[config.mk]
export PLATFORM = sky130hd
export DESIGN_NAME = sip_divider
export DESIGN_NICKNAME = d
export VERILOG_FILES = /design/src/rtl/sip_pkg.sv /design/src/rtl/sip_divider.sv
export SDC_FILE = /design/constraint.sdc
export NUM_CORES = 2
export LEC_CHECK = 0
export BUFFER_PORTS_ARGS = -buffer_cell sky130_fd_sc_hd__buf_2
export CORE_MARGIN = 3
export CORE_UTILIZATION = 48
export DETAILED_ROUTE_END_ITERATION = 10
export PLACE_DENSITY = 0.72
export SETUP_SLACK_MARGIN = 0.02
export SYNTH_ARGS = -nofsm -noshare
export SYNTH_HDL_FRONTEND = slang
export SYNTH_SLANG_ARGS = --single-unit
[constraint.sdc]
create_clock -name clk -period 5.93 [get_ports clk]
set_clock_uncertainty 0.05 [all_clocks]
set_input_delay 0.8895 -clock clk [delete_from_list [all_inputs] [get_ports clk]]
set_output_delay 0.8895 -clock clk [all_outputs]
set_load 0.01 [all_outputs]
[src/rtl/sip_pkg.sv]
package sip_pkg;

  localparam int CoordW = 24;
  localparam int DiffW = 25;
  localparam int CrossW = 52;
  localparam int QuotW = 17;
  localparam int TFrac = 16;

  typedef logic signed [CoordW-1:0] coord_t;
  typedef logic signed [DiffW-1:0] diff_t;
  typedef logic signed [CrossW-1:0] cross_t;

  typedef struct packed {
    logic ok;
    logic [QuotW-1:0] q;
    logic [CrossW-1:0] r;
    logic [CrossW-1:0] d;
  } div_slot_t;

endpackage

[src/rtl/sip_divider.sv]
module sip_divider
  import sip_pkg::*;
(
  input  logic clk,
  input  logic rst_n,
  input  logic adv,
  input  logic in_vld,
  input  logic in_ok,
  input  logic [CrossW-1:0] in_num,
  input  logic [CrossW-1:0] in_den,
  input  coord_t in_ax,
  input  coord_t in_ay,
  input  diff_t in_dx,
  input  diff_t in_dy,
  output logic out_vld,
  output logic out_ok,
  output logic [QuotW-1:0] out_q,
  output coord_t out_ax,
  output coord_t out_ay,
  output diff_t out_dx,
  output diff_t out_dy
);

  localparam int Steps = QuotW;

  logic [Steps-1:0] vld_r;
  div_slot_t slot_r [Steps];
  coord_t ax_r [Steps];
  coord_t ay_r [Steps];
  diff_t dx_r [Steps];
  diff_t dy_r [Steps];

  function automatic div_slot_t div_step(div_slot_t s, logic first);
    div_slot_t o;
    logic [CrossW:0] rr;
    o = s;
    rr = first ? {1'b0, s.r} : {s.r, 1'b0};
    if (rr >= {1'b0, s.d}) begin
      rr = rr - {1'b0, s.d};
      o.q = {s.q[QuotW-2:0], 1'b1};
    end else begin
      o.q = {s.q[QuotW-2:0], 1'b0};
    end
    o.r = rr[CrossW-1:0];
    return o;
  endfunction

  always_ff @(posedge clk) begin
    if (!rst_n) begin
      vld_r <= '0;
    end else if (adv) begin
      vld_r <= {vld_r[Steps-2:0], in_vld};
    end
  end

  always_ff @(posedge clk) begin
    if (adv) begin
      slot_r[0] <= div_step('{ok: in_ok, q: '0, r: in_num, d: in_den}, 1'b1);
      ax_r[0] <= in_ax;
      ay_r[0] <= in_ay;
      dx_r[0] <= in_dx;
      dy_r[0] <= in_dy;
      for (int i = 1; i < Steps; i++) begin
        slot_r[i] <= div_step(slot_r[i-1], 1'b0);
        ax_r[i] <= ax_r[i-1];
        ay_r[i] <= ay_r[i-1];
        dx_r[i] <= dx_r[i-1];
        dy_r[i] <= dy_r[i-1];
      end
    end
  end

  assign out_vld = vld_r[Steps-1];
  assign out_ok = slot_r[Steps-1].ok;
  assign out_q = slot_r[Steps-1].q;
  assign out_ax = ax_r[Steps-1];
  assign out_ay = ay_r[Steps-1];
  assign out_dx = dx_r[Steps-1];
  assign out_dy = dy_r[Steps-1];

endmodule

## Yosys cells after proc, flatten, opt, wreduce, memory -nomap -nowiden

Memories as Yosys holds them, arrays and structs flattened.
Cells that the tools add are included.

| word-level totals | value |
|---|---|
| word-level logic and storage cells | 110 |
| output and inout bits | 117 |
| memories | 5 |
| register bits | 17 |
| bits in writable memories | 3740 |

| cells by class | value |
|---|---|
| $lt $le $gt $ge | 17 |
| $add $sub $neg | 17 |
| mux-type cells | 70 |

Memory list:

| memory | words | width | rd ports | clocked after memory_dff | write ports | line | text |
|---|---|---|---|---|---|---|---|
| slot_r | 17 | 122 | 17 | 0 | 17 | sip_divider.sv:27 | `div_slot_t slot_r [Steps];` |
| dx_r | 17 | 25 | 17 | 0 | 17 | sip_divider.sv:30 | `diff_t dx_r [Steps];` |
| dy_r | 17 | 25 | 17 | 0 | 17 | sip_divider.sv:31 | `diff_t dy_r [Steps];` |
| ax_r | 17 | 24 | 17 | 0 | 17 | sip_divider.sv:28 | `coord_t ax_r [Steps];` |
| ay_r | 17 | 24 | 17 | 0 | 17 | sip_divider.sv:29 | `coord_t ay_r [Steps];` |

Operators by type and width:

| operator | number |
|---|---|
| 2-to-1 mux 52 bit | 34 |
| subtractor 52 bit | 17 |
| >= comparator 53 x 52 -> 1 bit | 16 |
| 2-to-1 mux 17 bit | 17 |
| >= comparator 52 bit | 1 |
| 2-to-1 mux 1 bit | 19 |

## Logic depth before layout (Yosys ltp)

An unclocked memory read counts as a cell.

| logic depth | value |
|---|---|
| depth after elaboration | 4 |
| mapped depth | 17 |
| mapped depth without buffers | 14 |

## Worst setup path before layout

OpenSTA, ideal clock, no wires.

| path | value |
|---|---|
| kind | in2reg |
| start point | input port in_den[17] |
| end point | memory slot_r[0][60] (netlist bit) (data pin) |
| path slack | 1957 ps |
| stages on the path | 14 |
| arrival | 3663 ps |
| library setup time | 260 ps |
| cell sequence | inv_1 -> ha_1 -> buf_2 -> a21o_1 -> a21o_1 -> a21o_1 -> a221oi_1 -> o21ai_1 -> nor3_2 -> o221ai_1 -> nor4_2 -> nor2_1 -> clkbuf_1 -> mux2_2 |

RTL lines:

| what | line | text |
|---|---|---|
| start, declared | sip_divider.sv:10 | `input logic [CrossW-1:0] in_den,` |
| end, declared | sip_divider.sv:27 |  |

==> flow_summary.toml <==
[power]
power.leakage_nw = 72.2
cellPowerDensity_mw_per_mm2 = 505
peakVddDrop_v = 0.000288

[yosys]
ys_seq_area_share_pct = 63.1
yosysTopAreaCell = "edfxtp_1"
synth_seq_cells = 3517
netlist_area_mm2 = 0.167
syn_area_per_cell_um2 = 12.6
synth.net_count = 14400
synth_edf_count = 3500
async_flop_share_pct = 0
synth_top_area_share_pct = 62.9
synthFlopType = "edfxtp_1"
syn_inst = 13300
synth_area_leaders = "edfxtp_1 (63%), ha_1 (6.6%), a21oi_1 (3.6%), inv_1 (2.5%), o21ai_0 (2.4%)"
yosys_warnings = 0
ys_types = 104

[setup_path]
cp.required_ns = 6.54
arrival_ns = 6.28
cp_cell_sequence = "ha_1 > nand3_1 > nor3_1 > nand4_1 > a21oi_1 > o31ai_1 > o31ai_1 > nand2_1 > o31ai_4 > buf_12 > mux2_2"
slowest_delay_ns = 1.07
crit_path_end_kind = "register"
critPathMaxFanout = 51
path_common_cell = "o31ai_1"
crit_path_top_delay_cell = "nor3_1"
worstSetupPathType = "reg -> reg"
cp-start-kind = "register"

[finish]
nets = 14700
multi_input_area_mm2 = 0.0549
nFillCells = 29200
drive_above_1_share_pct = 9.22
area_delta_synth_final_pct = 11.0
layout_commonest_cell = "edfxtp_1"
final_cell_mix = "edfxtp_1 (3500), a21oi_1 (1196), inv_1 (1128), nand2_1 (945), ha_1 (883)"
instances_no_fill = 18400
final-seq-area_mm2 = 0.105

[global_route]
grtUsageTotal_pct = 18.4
grt_util_met2_pct = 32.2
antenna_found_initial = 2
grt_max_degree = 164
use_met3_pct = 2.50
met1_usage_pct = 22.0
busiest_layer = "met2"
grt_pass1_wl_mm = 524
grt_pass1_vias = 97800
grt-ovfl-total = 0

[routing]
drt-initial-drc-count = 6525
ant_nets = 0
vias = 98500
routed_wl_mm = 335
routedWlPerCell_um = 18.1
viasPerCell = 5.34
firstDrtPassIters = 8
route.detailed.drc = 0

[sta]
setup_violations = 0
setup_tns_ns = 0
max_clock_freq_mhz = 176
relSlewSlack_pct = 10.3
timing.final.crit_share_pct = 95.7
holdWs_ns = 0.0994
worst_slew_pin_slew_ns = 1.33
hold_violations = 0
slew_violations = 0
period_needed_ns = 5.67
rsz0062_at_grt = "false"

[die]
ios = 324
chipHeight_um = 596
core_mm2 = 0.346
start_util_pct = 48.2
dieArea_mm2 = 0.355
die_x_um = 596
rows = 216

[clock_network]
clk_pin_slew_ns = 0.06
cts.repair.resized = 0
clock_latency_ns = 0.94
cts.sinks = 3517
htreeDepth = 5
cts_buffer_depth = 4
cts_tree = "done"
cts_setup_buffers = 0
cts_root_buf = "clkbuf_16"
cts_made_buffers = 369

[placed_design]
io_buffer_count = 323
placed_cells = 17800
dpl.hpwl_mm = 247
gp_congestion = 0.966

[flow_run]
maxCapViolCount = 0

[run_status]
outcome = "complete, no violations"

[min_path]
hp-class = "in -> reg"
==> worst max-delay path: cells and delay by family (launching register included) <==
family | cells | cell delay, ns
DFF | 1 | 0.40
and+or+nand+nor | 4 | 1.84
muxes | 1 | 0.38
AOI/OAI and AO/OA | 4 | 1.92
buffers and inverters | 1 | 0.32
adders and majority gates | 1 | 0.44
==> final timing paths <==
kind	startpoint	to	slack (ns)	cells after the start
hold / removal	in_ax[19]	ax_r[0][19]	0.1	1
hold reg to reg	ax_r[0][144]	ax_r[0][168]	0.32	0
setup / recovery	slot_r[0][1284]	slot_r[0][1424]	0.26	11
setup reg to reg	slot_r[0][1284]	slot_r[0][1424]	0.26	11
==> final cells by class <==
class                   count  share of cell area [%]
clock buffers             455                    5.21
clock inverters           197                    1.04
inverters                1130                    2.29
well taps                4578                    3.09
repair buffers            490                    1.88
diodes                      3                 0.00405
multi-input cells        8078                    29.6
flip-flops and latches   3517                    56.9
==> Yosys cell counts (17+ instances only) <==
cell and count:
a211o_1 23, a211oi_1 81, a21boi_0 44, a21o_1 473, a21oi_1 1197, a221oi_1 33
a31o_2 18, a31oi_1 101, a41oi_1 20, and2_1 48, and3_1 89, and4_1 23
buf_2 49, buf_4 120, clkbuf_1 372, dfxtp_1 17, edfxtp_1 3500, ha_1 883
inv_1 1128, mux2_2 179, mux2_4 46, mux2i_1 28, nand2_1 945, nand2b_1 105
nand3_1 170, nand4_1 249, nor2_1 752, nor2b_1 114, nor3_1 132, nor4_1 43
o2111ai_1 17, o211ai_1 58, o21a_1 112, o21ai_0 789, o21ai_1 22, o21bai_1 163
o221ai_1 19, o31a_1 25, o31ai_1 57, or2_2 21, or3_1 29, xnor2_1 439
xor2_1 304
==> cells by family (layout without fill, tap and decap cells) <==
family,after synthesis,in the layout,synth area share [%]
buffers and inverters,1688,2272,4.12
DFF,3517,3517,63.1
and+or+nand+nor,2789,2789,7.79
other,0,3,0
adders and majority gates,899,899,6.80
AOI/OAI and AO/OA,3392,3392,12.5
muxes,255,255,1.80
xor gates and xnor gates,743,743,3.89
==> power by group <==
| group | total, W | switching [W] | internal (W) |
|---|---|---|---|
| logic | 0.0360 | 0.0211 | 0.0149 |
| clock network | 0.0219 | 0.00918 | 0.0128 |
| registers | 0.0358 | 0.00216 | 0.0336 |
| total | 0.0937 | 0.0324 | 0.0613 |
==> per-layer routing <==
metal | routed length, um | share of wire (%) | up-vias
met1 | 139000 | 41 | 46200
met5 | 0 | 0 | -
met2 | 165000 | 49 | 2049
met3 | 12200 | 3.6 | 728
li1 | - | - | 49500
met4 | 19100 | 5.7 | 0
==> stage by stage <==
step	setup WS, ns	area, um2	power (W)	utilization [%]
2_1_floorplan	1.96	167000	0.0625	-
3_3_place_gp	0.437	173000	0.0716	50.1
3_5_place_dp	0.416	174000	0.0718	50.1
4_1_cts	0.371	185000	0.0943	53.5
5_1_grt	0.177	185000	0.100	53.5
6_report	0.257	185000	0.0937	53.5
==> state kept, by name (all words and copies together), names as in the netlist <==
register  cells
dx_r        425
dy_r        425
ay_r        408
vld_r        17
ax_r        408
slot_r     1834
==> what timing repair did <==
action                     4_1_cts  5_1_grt
setup endpoints to repair        0        0
hold endpoints to repair        33        0
hold buffers                    33        0
(Power assumes the default switching activity.)
